$ cat src/hw/rtl/shlp_pkg.sv
// Types, codes and per-byte parse functions for the stream header line parser.
// No dependencies.
package shlp_pkg;

   typedef enum logic [2:0] {
      ERR_OK          = 3'd0,
      ERR_IO          = 3'd1,
      ERR_INVALID     = 3'd2,
      ERR_TOO_LONG    = 3'd3,
      ERR_UNSUPPORTED = 3'd4,
      ERR_UNKNOWN_TOK = 3'd5
   } err_type;

   typedef enum logic [1:0] {
      PH_IDENT = 2'd0,
      PH_LEN   = 2'd1,
      PH_TOKEN = 2'd2
   } phase_type;

   typedef enum logic [1:0] {
      INTEG_NONE  = 2'd0,
      INTEG_CRC   = 2'd1,
      INTEG_SIG   = 2'd2
   } integ_type;

   localparam int KF_VALID = 0;
   localparam int KF_CRC   = 1;
   localparam int KF_SIG   = 2;
   localparam int KF_COLON = 3;
   localparam int VF_UPPER = 0;
   localparam int VF_LOWER = 1;

   localparam logic [7:0] CH_SPACE = 8'h20;
   localparam logic [7:0] CH_CR    = 8'h0D;
   localparam logic [7:0] CH_LF    = 8'h0A;
   localparam logic [7:0] CH_COLON = 8'h3A;
   localparam logic [7:0] CH_DASH  = 8'h2D;

   localparam logic [4:0] POS_MAX = 5'd31;
   localparam logic [4:0] CRC_DIGITS = 5'd8;
   localparam logic [4:0] SIG_DIGITS = 5'd16;

   localparam int ID_LEN0 = 4;
   localparam int ID_LEN1 = 20;
   localparam int ID_LEN2 = 23;
   localparam int ID_LEN3 = 4;
   localparam logic [8*ID_LEN0-1:0] ID_TEXT0 = {"OS", "F4"};
   localparam logic [8*ID_LEN1-1:0] ID_TEXT1 = {"OCEAN_STREAM", "_FORMAT4"};
   localparam logic [8*ID_LEN2-1:0] ID_TEXT2 = {"OCEAN_STREAM", "ING", "_FORMAT4"};
   localparam logic [8*ID_LEN3-1:0] ID_TEXT3 = {"OS", "F5"};

   localparam int KEY_CRC_LEN = 6;
   localparam int KEY_SIG_LEN = 7;
   localparam logic [8*KEY_CRC_LEN-1:0] KEY_CRC = "crc32c";
   localparam logic [8*KEY_SIG_LEN-1:0] KEY_SIG = "ed25519";

   typedef struct packed {
      logic [7:0] line_byte;
      logic       end_of_input;
      logic       stream_fault;
   } req_type;

   typedef struct packed {
      err_type     error_code;
      logic        format_version;
      logic [63:0] block_length;
      logic [1:0]  integrity_kind;
      logic        crc_present;
      logic [31:0] crc_value;
   } rsp_type;

   typedef struct packed {
      phase_type   phase;
      logic        held_cr;
      logic [3:0]  cand;
      err_type     first_error;
      logic        version;
      logic [63:0] acc;
      logic        digit_seen;
      logic [4:0]  tpos;
      logic [3:0]  kflags;
      logic [1:0]  vflags;
      logic [31:0] vshift;
      logic [4:0]  vcount;
      logic [31:0] crc;
      logic [1:0]  integ;
      logic        crc_seen;
   } state_type;

   function automatic state_type idle_state();
      state_type s;
      s = '0;
      s.phase = PH_IDENT;
      s.cand = 4'hF;
      s.first_error = ERR_OK;
      s.kflags = 4'b0111;
      return s;
   endfunction

   function automatic state_type latch_err(state_type s, err_type code);
      state_type r;
      r = s;
      if (r.first_error == ERR_OK) begin
         r.first_error = code;
      end
      return r;
   endfunction

   function automatic state_type start_token(state_type s);
      state_type r;
      r = s;
      r.tpos = '0;
      r.kflags = 4'b0111;
      r.vflags = '0;
      r.vshift = '0;
      r.vcount = '0;
      return r;
   endfunction

   function automatic state_type finish_token(state_type s);
      state_type r;
      r = s;
      if (s.tpos == 5'd0 || !s.kflags[KF_VALID]) begin
         r = latch_err(r, ERR_INVALID);
      end else if (s.kflags[KF_CRC] && s.tpos == 5'(KEY_CRC_LEN)) begin
         if (s.vcount == CRC_DIGITS && s.vflags[VF_UPPER]) begin
            r.crc = s.vshift;
            r.crc_seen = 1'b1;
            r.integ = INTEG_CRC;
         end else begin
            r = latch_err(r, ERR_INVALID);
         end
      end else if (s.kflags[KF_SIG] && s.tpos == 5'(KEY_SIG_LEN)) begin
         if (s.vcount != SIG_DIGITS || !s.vflags[VF_LOWER] || !s.crc_seen) begin
            r = latch_err(r, ERR_INVALID);
         end else begin
            r.integ = INTEG_SIG;
         end
      end else begin
         r = latch_err(r, ERR_UNKNOWN_TOK);
      end
      return r;
   endfunction

   function automatic logic id_char_ok(int k, logic [4:0] pos, logic [7:0] c);
      int p;
      logic ok;
      p = int'(pos);
      ok = 1'b0;
      case (k)
         0: ok = (p < ID_LEN0) && (ID_TEXT0[8*(ID_LEN0-1-p) +: 8] == c);
         1: ok = (p < ID_LEN1) && (ID_TEXT1[8*(ID_LEN1-1-p) +: 8] == c);
         2: ok = (p < ID_LEN2) && (ID_TEXT2[8*(ID_LEN2-1-p) +: 8] == c);
         default: ok = (p < ID_LEN3) && (ID_TEXT3[8*(ID_LEN3-1-p) +: 8] == c);
      endcase
      return ok;
   endfunction

   function automatic state_type feed(state_type s, logic [7:0] c);
      state_type r;
      logic dig, up, lo;
      logic [3:0] ok, d;
      logic [67:0] prod;
      r = s;
      dig = (c >= "0") && (c <= "9");
      up = (c >= "A") && (c <= "F");
      lo = (c >= "a") && (c <= "f");
      d = dig ? 4'(c - "0") : (up ? 4'(c - "A" + 8'd10) : (lo ? 4'(c - "a" + 8'd10) : 4'd0));
      prod = ({4'd0, s.acc} << 3) + ({4'd0, s.acc} << 1) + {64'd0, d};
      case (s.phase)
         PH_IDENT: begin
            if (c == CH_SPACE) begin
               ok[0] = s.cand[0] && (s.tpos == 5'(ID_LEN0));
               ok[1] = s.cand[1] && (s.tpos == 5'(ID_LEN1));
               ok[2] = s.cand[2] && (s.tpos == 5'(ID_LEN2));
               ok[3] = s.cand[3] && (s.tpos == 5'(ID_LEN3));
               if (ok == 4'd0) begin
                  r = latch_err(r, ERR_UNSUPPORTED);
               end
               r.version = ok[3];
               r.phase = PH_LEN;
               r.tpos = '0;
            end else begin
               for (int k = 0; k < 4; k++) begin
                  if (!id_char_ok(k, s.tpos, c)) begin
                     r.cand[k] = 1'b0;
                  end
               end
               if (s.tpos < POS_MAX) begin
                  r.tpos = s.tpos + 5'd1;
               end
            end
         end
         PH_LEN: begin
            if (c == CH_SPACE) begin
               if (!s.digit_seen || !s.version) begin
                  r = latch_err(r, ERR_INVALID);
               end
               r.phase = PH_TOKEN;
               r = start_token(r);
            end else if (dig) begin
               if (prod[67:64] != 4'd0) begin
                  r = latch_err(r, ERR_INVALID);
               end
               r.acc = prod[63:0];
               r.digit_seen = 1'b1;
            end else begin
               r = latch_err(r, ERR_INVALID);
            end
         end
         default: begin
            if (c == CH_SPACE) begin
               r = finish_token(r);
               r = start_token(r);
            end else if (!s.kflags[KF_COLON]) begin
               if (c == CH_COLON) begin
                  r.kflags[KF_COLON] = 1'b1;
                  r.vflags = 2'b11;
                  r.vshift = '0;
                  r.vcount = '0;
               end else begin
                  if (!((c >= "a" && c <= "z") || dig || c == CH_DASH)) begin
                     r.kflags[KF_VALID] = 1'b0;
                  end
                  if (!(int'(s.tpos) < KEY_CRC_LEN &&
                        KEY_CRC[8*(KEY_CRC_LEN-1-int'(s.tpos)) +: 8] == c)) begin
                     r.kflags[KF_CRC] = 1'b0;
                  end
                  if (!(int'(s.tpos) < KEY_SIG_LEN &&
                        KEY_SIG[8*(KEY_SIG_LEN-1-int'(s.tpos)) +: 8] == c)) begin
                     r.kflags[KF_SIG] = 1'b0;
                  end
                  if (s.tpos < POS_MAX) begin
                     r.tpos = s.tpos + 5'd1;
                  end
               end
            end else begin
               if (!dig && !up) begin
                  r.vflags[VF_UPPER] = 1'b0;
               end
               if (!dig && !lo) begin
                  r.vflags[VF_LOWER] = 1'b0;
               end
               r.vshift = {s.vshift[27:0], d};
               if (s.vcount < POS_MAX) begin
                  r.vcount = s.vcount + 5'd1;
               end
            end
         end
      endcase
      return r;
   endfunction

endpackage

$ cat src/hw/rtl/stream_header_line_parser.sv
// Stream header line parser top level: state register, per-byte update, result register.
// Depends on shlp_pkg.
// The result is registered: it appears in the cycle after the byte that completes the line.
// Throughput: one byte per cycle while ready is high; the per-byte update is one pass of logic.
// Ready stays high while the result register is empty or being drained.
// Reset puts the parser in the identifier phase and empties the result register.
module stream_header_line_parser
   import shlp_pkg::*;
#(
   parameter int MAX_LINE_LEN = 64
) (
   input  logic    clock,
   input  logic    reset,
   input  logic    req_valid,
   output logic    req_ready,
   input  req_type req_data,
   output logic    rsp_valid,
   input  logic    rsp_ready,
   output rsp_type rsp_data
);

   localparam int LcW = $clog2(MAX_LINE_LEN + 1);

   state_type      state_ff, state_in, st;
   logic [LcW-1:0] line_count_ff, line_count_in;
   rsp_type        rsp_ff, rsp_in;
   logic           rsp_valid_ff, rsp_valid_in;
   logic           accept, emit;
   err_type        code;

   assign req_ready = !rsp_valid_ff || rsp_ready;
   assign accept    = req_valid && req_ready;
   assign rsp_valid = rsp_valid_ff;
   assign rsp_data  = rsp_ff;

   always_comb begin
      st = state_ff;
      emit = 1'b0;
      code = ERR_OK;
      line_count_in = line_count_ff;
      if (req_data.stream_fault) begin
         emit = 1'b1;
         code = ERR_IO;
      end else if (req_data.end_of_input) begin
         emit = 1'b1;
         code = ERR_INVALID;
      end else if (req_data.line_byte == CH_LF) begin
         st.held_cr = 1'b0;
         case (state_ff.phase)
            PH_IDENT: st = latch_err(st, ERR_INVALID);
            PH_LEN: begin
               if (!state_ff.digit_seen) begin
                  st = latch_err(st, ERR_INVALID);
               end
            end
            default: st = finish_token(st);
         endcase
         emit = 1'b1;
         code = st.first_error;
      end else if (line_count_ff == LcW'(MAX_LINE_LEN)) begin
         emit = 1'b1;
         code = ERR_TOO_LONG;
      end else begin
         line_count_in = line_count_ff + LcW'(1);
         if (state_ff.held_cr) begin
            st.held_cr = 1'b0;
            st = feed(st, CH_CR);
         end
         if (req_data.line_byte == CH_CR) begin
            st.held_cr = 1'b1;
         end else begin
            st = feed(st, req_data.line_byte);
         end
      end

      rsp_in = rsp_ff;
      rsp_valid_in = rsp_valid_ff && !rsp_ready;
      state_in = state_ff;
      if (accept) begin
         if (emit) begin
            state_in = idle_state();
            line_count_in = '0;
            rsp_valid_in = 1'b1;
            rsp_in = '0;
            rsp_in.error_code = code;
            if (code == ERR_OK) begin
               rsp_in.format_version = st.version;
               rsp_in.block_length = st.acc;
               rsp_in.integrity_kind = st.integ;
               rsp_in.crc_present = st.crc_seen;
               rsp_in.crc_value = st.crc;
            end
         end else begin
            state_in = st;
         end
      end else begin
         line_count_in = line_count_ff;
      end
   end

   always_ff @(posedge clock) begin
      if (reset) begin
         state_ff <= idle_state();
         line_count_ff <= '0;
         rsp_valid_ff <= 1'b0;
      end else begin
         state_ff <= state_in;
         line_count_ff <= line_count_in;
         rsp_valid_ff <= rsp_valid_in;
      end
   end

   always_ff @(posedge clock) begin
      rsp_ff <= rsp_in;
   end

endmodule
$ cat config.mk
export PLATFORM = sky130hd
export DESIGN_NAME = stream_header_line_parser
export DESIGN_NICKNAME = d
export VERILOG_FILES = /design/src/hw/rtl/shlp_pkg.sv /design/src/hw/rtl/stream_header_line_parser.sv
export SDC_FILE = /design/constraint.sdc
export NUM_CORES = 1
export LEC_CHECK = 0
export BUFFER_PORTS_ARGS = -buffer_cell sky130_fd_sc_hd__clkbuf_2
export CAP_MARGIN = 40
export CORE_ASPECT_RATIO = 0.6
export CORE_MARGIN = 2
export CORE_UTILIZATION = 60
export DETAILED_ROUTE_END_ITERATION = 10
export PLACE_DENSITY = 0.79
export SLEW_MARGIN = 10
export SYNTH_ARGS = -nofsm -noshare
export SYNTH_HDL_FRONTEND = slang
export SYNTH_SLANG_ARGS = --single-unit
$ cat constraint.sdc
create_clock -name clock -period 6.6 [get_ports clock]
set_input_delay 1.65 -clock clock [delete_from_list [all_inputs] [get_ports clock]]
set_output_delay 1.65 -clock clock [all_outputs]
set_load 0.05 [all_outputs]
# ---- Yosys cells after proc, flatten, opt, wreduce, memory -nomap -nowiden
# Index checks and enable logic that the tools add are counted.
dict set report op_classes {
  n_addsub 22
  magnitude_cmp 21
  eq_ne 38
  shift 12
  mux 150
  reduce_logical 67
}
# op count
set op_table {}
lappend op_table {{2-to-1 mux 159 bit} 13}
lappend op_table {{2-to-1 mux 152 bit} 8}
lappend op_table {{one-hot mux 159 bit (2 select lines)} 2}
lappend op_table {{indexed part select 184 x 9 -> 8 bit, first input constant} 2}
lappend op_table {{indexed part select 160 x 9 -> 8 bit, first input constant} 2}
lappend op_table {{2-to-1 mux 156 bit} 2}
lappend op_table {{2-to-1 mux 149 bit} 2}
lappend op_table {{2-to-1 mux 117 bit} 2}
lappend op_table {{2-to-1 mux 69 bit} 3}
lappend op_table {{indexed part select 32 x 9 -> 8 bit, first input constant} 4}
lappend op_table {{2-to-1 mux 39 bit} 3}
lappend op_table {{indexed part select 56 x 9 -> 8 bit, first input constant} 2}
lappend op_table {{2-to-1 mux 35 bit} 3}
lappend op_table {{indexed part select 48 x 9 -> 8 bit, first input constant} 2}
lappend op_table {{2-to-1 mux 78 bit} 1}
lappend op_table {{2-to-1 mux 1 bit} 75}
lappend op_table {{adder 67 x 65 -> 68 bit} 1}
lappend op_table {{adder 68 x 4 -> 68 bit} 1}
lappend op_table {{== test 8 x 4 -> 1 bit, second input constant} 8}
lappend op_table {{== test 8 bit} 6}
lappend op_table {{2-to-1 mux 48 bit} 1}
lappend op_table {{2-to-1 mux 42 bit} 1}
lappend op_table {{< comparator 5 bit, second input constant} 8}
lappend op_table {{2-to-1 mux 5 bit} 7}
lappend op_table {{other kinds (42)} 151}
dict set report word_totals {
  register_bits 270
  in_bits 14
  output_inout_bits 105
}

# ---- Longest topological paths before layout
# Gate-level depths: netlist of the first run.
dict set report logic_depth {
  ltp_word 37
  depth_mapped 23
  mapped_depth_nobuf 22
}

# ---- Worst setup path after synthesis of the first run
# Ideal clock, no wire load.
dict set report synth_path {
  path_kind {input -> register}
  start {in req_data[3] (netlist bit)}
  end {reg rsp_ff (netlist bit rsp_data[96]) (data pin)}
  setup_time_ns 0.266
  arrival_time_ns 5.953
  setup_slack_ns 0.381
  cell_stages 22
  path_buffers 1
  cell_sequence {clkbuf_1 > clkinv_1 > ha_1 > nor2_1 > o21ai_0 > a21oi_1 > xor2_1 > nand2b_1 > fa_1 > inv_1 > ha_1 > a211oi_1 > o311a_1 > o31ai_2 > a41o_1 > a21oi_1 > o21a_1 > o41ai_4 > a31oi_1 > xnor2_1 > nand2_1 > o21ai_1}
}
dict set report synth_between {
  elab_chain_cells 14
  elab_cells_between_ends 35
  classes_between {add/sub (6); order compare (6); eq/ne (3); mux (16); reduce/logical (4)}
}
# item line
set synth_lines {}
lappend synth_lines {{from (decl)} stream_header_line_parser.sv:16} ;# input req_type req_data,
lappend synth_lines {{subtractor 4 x 1 -> 4 bit (tied with other cells)} shlp_pkg.sv:168} ;# d = dig ? 4'(c - "0") : (up ? 4'(c - "A" + 8'd10) : (lo ? 4'(c - "a" + 8'd10) : 4'd0));
lappend synth_lines {{adder 4 bit or logical AND 1 bit (tied branches)} {shlp_pkg.sv:168, shlp_pkg.sv:167}}
lappend synth_lines {{2-to-1 mux 4 bit (3 in series)} shlp_pkg.sv:168}
lappend synth_lines {{adder 68 x 4 -> 68 bit} shlp_pkg.sv:169} ;# prod = ({4'd0, s.acc} << 3) + ({4'd0, s.acc} << 1) + {64'd0, d};
lappend synth_lines {{2-to-1 mux 152 bit} shlp_pkg.sv:201} ;# end else if (dig) begin
lappend synth_lines {{2-to-1 mux 159 bit} shlp_pkg.sv:195} ;# if (c == CH_SPACE) begin
lappend synth_lines {{one-hot mux 159 bit (2 select lines)} shlp_pkg.sv:170} ;# case (s.phase)
lappend synth_lines {{2-to-1 mux 156 bit} stream_header_line_parser.sv:69} ;# if (req_data.line_byte == CH_CR) begin
lappend synth_lines {{2-to-1 mux 159 bit} stream_header_line_parser.sv:60} ;# end else if (line_count_ff == LcW'(MAX_LINE_LEN)) begin
lappend synth_lines {{2-to-1 mux 159 bit} stream_header_line_parser.sv:47} ;# end else if (req_data.line_byte == CH_LF) begin
lappend synth_lines {{2-to-1 mux 159 bit} stream_header_line_parser.sv:44} ;# end else if (req_data.end_of_input) begin
lappend synth_lines {{2-to-1 mux 159 bit} stream_header_line_parser.sv:41} ;# if (req_data.stream_fault) begin
lappend synth_lines {{to (signal assigned)} stream_header_line_parser.sv:114} ;# rsp_ff <= rsp_in;
lappend synth_lines {{to (decl)} stream_header_line_parser.sv:26} ;# rsp_type rsp_ff, rsp_in;
# Parallel ways exist; a longest one is shown, timed or not. The select of a mux whose other input is x is not followed.
# A chain may end at the register's enable or synchronous reset.

# ---- Worst setup path after layout of the first run
# Ends and elaborated chain as after synthesis.

==> results of run 1 <==
placed cells by master (no fill, tap or decap), types with 24 or more instances in the layout:
cell / netlist / final
a22oi_1: 51 / 51
edfxtp_1: 103 / 103
nand4_1: 33 / 33
buf_4: 1 / 62
xnor2_1: 56 / 56
xor2_1: 34 / 34
clkbuf_2: 1 / 117
a21oi_1: 287 / 286
dfxtp_1: 167 / 167
nor3_1: 33 / 32
nor2_1: 322 / 318
o22ai_1: 38 / 38
a222oi_1: 24 / 24
nand2_1: 350 / 346
o21ai_1: 60 / 59
a31oi_1: 53 / 53
ha_1: 153 / 153
o21ai_0: 107 / 107
clkbuf_16: 0 / 30
a211oi_1: 36 / 35
nand3_1: 67 / 67
a21o_1: 42 / 42
inv_1: 47 / 46
cells by family after synthesis:
logic type      count (synthesis)  share of synthesized area
flops                         270                      0.332
fa+ha+maj                     156                      0.101
mux                            12                    0.00768
simple gates                  913                      0.205
buf+inv                       223                     0.0452
compound gates                824                      0.266
xor+xnor                       93                     0.0432
worst max-delay path by stage:
| stage | start | to | slack [ns] | cells after the start |
|---|---|---|---|---|
| final | req_data[3] | rsp_data[96] | 0.37 | 23 |
| after global routing | req_data[2] | rsp_data[97] | 0.09 | 24 |
| after CTS | req_data[3] | rsp_data[97] | 0.51 | 24 |
| after detailed placement | req_data[3] | rsp_data[97] | -0.08 | 24 |
| after global placement | req_data[2] | rsp_data[96] | 0.11 | 23 |
| after floorplan | req_data[3] | rsp_data[96] | 0.38 | 22 |
what timing repair did:
item,in CTS,in global routing
endpoints found under the setup margin,0,1
gates resized for setup,0,1
hold endpoints to repair,0,0
power groups by stage:
stage          registers (mW)  clock network [mW]  logic (mW)
6_report                 1.78                1.79       0.388
5_1_grt                  1.79                1.85       0.408
4_1_cts                  1.78                1.78       0.382
3_5_place_dp             1.82                   0       0.381
3_3_place_gp             1.82                   0       0.372
2_1_floorplan            1.93                   0       0.147
stage by stage:
step | hold WS, ns | cells | cell area [um^2]
floorplan | 0.432 | 2491 | 19400
global placement | 0.439 | 2917 | 20400
detailed placement | 0.445 | 2919 | 20400
CTS | 0.453 | 2969 | 21400
global route | 0.469 | 2969 | 21400
finish | 0.456 | 2969 | 21400
routing by layer:
metal  global-route usage  wire (um)  up-vias
met5                    0          0        -
met4               0.0764       1130        0
met3               0.0775       8370       98
met2                0.500      24700     1384
met1                0.576      29000     9363
li1                     -          -     9201
flip-flops by register name (all words and copies together), names as in the netlist:
signal         cells
state_ff         159
rsp_data         103
line_count_ff      7
rsp_valid          1
critical path: stages:
cell,delay (ns)
clkbuf_2,0.10
clkinv_1,0.09
ha_1,0.18
nor2_1,0.04
o21ai_0,0.27
buf_4,0.18
nand2_1,0.10
o21a_1,0.17
nand2b_1,0.22
fa_1,0.51
inv_1,0.07
ha_1,0.31
a211oi_1,0.30
o311a_1,0.24
o31ai_2,0.11
a41o_1,0.28
a21oi_1,0.44
o21a_1,0.32
o41ai_4,0.12
a31oi_1,0.49
xnor2_1,0.17
nand2_1,0.09
o21ai_1,0.06
layout make-up:
type / count / area share
multi-input combinational: 1998 / 0.567
sequential: 270 / 0.300
timing repair buffer: 181 / 0.0513
clock buffer: 35 / 0.0359
tap: 416 / 0.0243
clock inverter: 15 / 0.0114
inverter: 54 / 0.00958
==> metrics, run 1 <==
max_slew headroom=0.360; Remaining DRCs=0; syn_area_per_cell=about 8 um^2; final hold viol count=0; Yosys reg bits=270; Rows=50; PortBufs=118; Reg2Reg Setup Slack=1.78 ns; total power=~4.0 mW; count leader, synth=nand2_1; Die W=between 200 and 250 um; Die Area=0.0338 mm^2; required time worst endpoint=6.90 ns; VDD IR max=between 0.00015 and 0.0002 V; initial core utilization=0.616; CTS Root Cell=clkbuf_16; antenna violations before repair=0; DR pass1 iterations=7; setup violators final=0; multi-input logic area=0.0121 mm^2; largest net degree at the start of global routing=70; Net count, final=2701; Crit. End Element=register; Finished Core Util=0.681; Switching Share=0.264; number of filler instances in the final layout=2651; global-route wire length before repair=between 90000 and 100000 um; Num CTS Buffers=27; fin crit share=0.943; Switch Pwr=1.05 mW; worst clock skew=about 0.023 ns; vias in the first global route=around 18000; sequential fraction of the synthesis area=0.332; synth warn=0; core footprint=0.0315 mm^2; I/O pins=~120; cell taking the most area after synthesis=dfxtp_1; Leak Pwr=8.37 nW; outcome=completed; remaining global-route overflow=0; postcts setup bufs=0; Int Power=2.91 mW; # hold bufs at CTS=0; CTS clk-pin slew, worst paths=0.07 ns; commonest cells in the netlist=nand2_1, nor2_1, a21oi_1; worst slew pin tran=~0.96 ns; clk sinks=270; Worst Reg-to-Reg Cells=18; RSZ-0062 raised after global routing=no; CTS tree=built; minimum clock period=6.23 ns; WHS Endpoint=state_ff[5]; synth-to-layout area growth=10.4%; R2R Path End=state_ff[30]; Max Slew Vio Count=0; hpwl dp=about 45000 um; FMAX=around 0.16 GHz; WP data arrival=6.53 ns; worst hold start=state_ff[5]; Starting DRT DRC Count=3356; Post-synth ARST share=0; PwrDens=185 mW/mm^2; WHS Path Cells=2; Max Root-Sink Buffers=3; Via density=around 6.8; EDFF count, synth=103; H-tree depth=1; CP Launch Type=primary input; Clock Power Share=0.451; final WL=approximately 63000 um; critical path class=in -> reg; clk_lat worst skew=between 0.5 and 0.6 ns; CP max FO=4; Register Area=0.00644 mm^2; reg2reg start=state_ff[158]; net count after synthesis=2660; Final ANT Viol Nets=0; synthesized area=about 0.019 mm^2; share of layout cells above drive strength 1=0.105; setup ws final=0.374 ns; Main synth FF type=dfxtp_1; Place WS=-0.0807 ns; routability congestion estimate=0.996; GR Util All Layers=0.365; # diodes=0; combinational power share=0.098; count of cell types in the netlist=86; Mapped Cells=2491; drt wl/cell=around 21 um; area share of the leading cell type in the synthesized netlist=0.172; HP Class=reg -> reg; Flop pwr share=0.451; Max-Cap Viols=0; Setup TNS Final=0 ns; DR vias=~20000; synth top area cells=dfxtp_1, edfxtp_1, ha_1; Die Span Y=143 um
(Power assumes the default switching activity.)
==> run 2: changes to the inputs <==
--- a/config.mk
+++ b/config.mk
@@ -12,6 +12,7 @@
 export CORE_UTILIZATION = 60
 export DETAILED_ROUTE_END_ITERATION = 10
 export PLACE_DENSITY = 0.79
+export RECOVER_POWER = 100
 export SLEW_MARGIN = 10
 export SYNTH_ARGS = -nofsm -noshare
 export SYNTH_HDL_FRONTEND = slang
==> run 2 against run 1 <==
Compared with the run above: the flow now finishes with violations (design-rule violations, max-capacitance violations, max-slew violations); combinational power fell by 3%; worst setup slack got worse by 0.15 ns; die area did not move; register-to-register slack got worse by 1.1 ns; clock power barely moved; sequential power barely moved; sequential cell count did not move; routed wire length barely moved; fmax fell by 2.3%; non-clock buffer count did not move; critical path type unchanged.
==> metrics, run 2 (synthesis gave the netlist of run 1 again) <==
Place WS=-0.0807 ns; Remaining DRCs=8; WP data arrival=roughly 6.6 ns; Switching Share=0.265; R2R Path End=rsp_data[11]; I/O pins=~120; share of layout cells above drive strength 1=0.0556; max_slew headroom=-0.573; DR pass1 iterations=11; required time worst endpoint=6.85 ns; FMAX=between 0.15 and 0.2 GHz; final WL=63200 um; Worst Reg-to-Reg Cells=15; Reg2Reg Setup Slack=0.69 ns; Via density=approximately 6.8; Die Area=0.0338 mm^2; post-CTS sizing=0; Max Slew Vio Count=134; Die Span Y=143 um; Max Root-Sink Buffers=3; Switch Pwr=1.05 mW; clk sinks=270; Die W=236 um; PwrDens=~190 mW/mm^2; initial core utilization=0.616; Max-Cap Viols=3; final hold viol count=0; setup violators final=0; CTS Root Cell=clkbuf_16; largest reg by FF count=state_ff; vias in the first global route=17900; Rows=50; worst clock skew=approximately 0.022 ns; setup ws final=0.228 ns; global-route wire length before repair=99500 um; Area after DPL=0.0204 mm^2; CTS clk-pin slew, worst paths=0.07 ns; minimum clock period=~6.4 ns; commonest non-fill, non-tap cell in the layout=nand2_1; # hold bufs at CTS=0; worst slew pin tran=2.36 ns; GR Util All Layers=0.365; critical path class=in -> reg; core footprint=0.0315 mm^2; DR vias=between 20000 and 25000; outcome=complete, but fails checks; Num CTS Buffers=27; combinational power share=0.095; Final ANT Viol Nets=0; CTS tree=built; drt wl/cell=21.3 um; Setup TNS Final=0 ns; clk_lat worst skew=0.58 ns; Crit. End Element=register; antenna violations before repair=0; Int Power=between 2 and 3 mW; Leak Pwr=around 8 nW; Net count, final=roughly 2700; CP max FO=4; RSZ-0062 raised after global routing=no; most frequent cells in the layout=nand2_1, nor2_1, a21oi_1; PortBufs=approximately 120; VDD IR max=0.000174 V; max reg flops=159; remaining global-route overflow=0; Flop pwr share=0.452; design area=0.0212 mm^2; CP Launch Type=primary input; largest net degree at the start of global routing=70; # diodes=0; postcts setup bufs=0; Worst setup endpoint=rsp_data[96]; HP Class=reg -> reg; synth-to-layout area growth=9.23%; Clock Power Share=0.453; CP startpoint=req_data[3]; Starting DRT DRC Count=3537; hpwl dp=45000 um; fin crit share=0.966; routability congestion estimate=roughly 1; H-tree depth=1; failing checks=design-rule violations, max-capacitance violations, max-slew violations; reg2reg start=state_ff[158]
==> run 2: worst min-delay path by stage <==
stage           startpoint           to  cells past startpoint
2_1_floorplan  state_ff[6]  state_ff[6]                      2
3_3_place_gp   state_ff[5]  state_ff[5]                      2
3_5_place_dp   state_ff[5]  state_ff[5]                      2
4_1_cts        state_ff[5]  state_ff[5]                      2
5_1_grt        state_ff[5]  state_ff[5]                      2
6_report       state_ff[5]  state_ff[5]                      2
==> run 2: metrics by stage <==
step                      total power, mW  std cells   util  hold slack (ns)
after floorplan                      2.08       2491      -            0.432
after CTS                            3.95       2969  0.681            0.453
final                                3.95       2969  0.673            0.456
after global placement               2.19       2917  0.647            0.439
after global routing                 4.03       2969  0.673            0.469
after detailed placement             2.20       2919  0.648            0.445
==> run 2: per-layer routing <==
metal	GRT usage	part of all wire	vias up
li1	-	-	9204
met1	0.576	0.46	9348
met2	0.500	0.39	1392
met3	0.0775	0.14	115
met4	0.0764	0.019	0
met5	0	0	-
==> run 2: power groups by stage <==
stage                     Combinational [mW]  Clock, mW  Sequential, mW
after CTS                              0.382       1.78            1.78
final                                  0.375       1.79            1.79
after detailed placement               0.381          0            1.82
after global placement                 0.372          0            1.82
after floorplan                        0.147          0            1.93
after global routing                   0.395       1.85            1.79
==> run 2: critical path, stage by stage <==
cell	delay, ns
clkbuf_2	0.10
clkinv_1	0.10
ha_1	0.19
nor2_1	0.05
o21ai_0	0.26
buf_4	0.18
nand2_1	0.10
o21a_1	0.17
nand2b_1	0.23
fa_1	0.52
inv_1	0.07
ha_1	0.31
a211oi_1	0.30
o311a_1	0.22
o31ai_1	0.13
a41o_1	0.29
a21oi_1	0.47
o21a_1	0.33
o41ai_4	0.12
a31oi_1	0.49
xnor2_1	0.17
nand2_1	0.09
o21ai_0	0.08
==> run 2: cell type report <==
class	instances	area (um^2)
multi-input cells	1998	12100
inverters	54	203
well taps	416	520
flip-flops and latches	270	6440
clock buffers	35	769
clock inverters	15	244
repair buffers	181	897
fillers	2713	10300
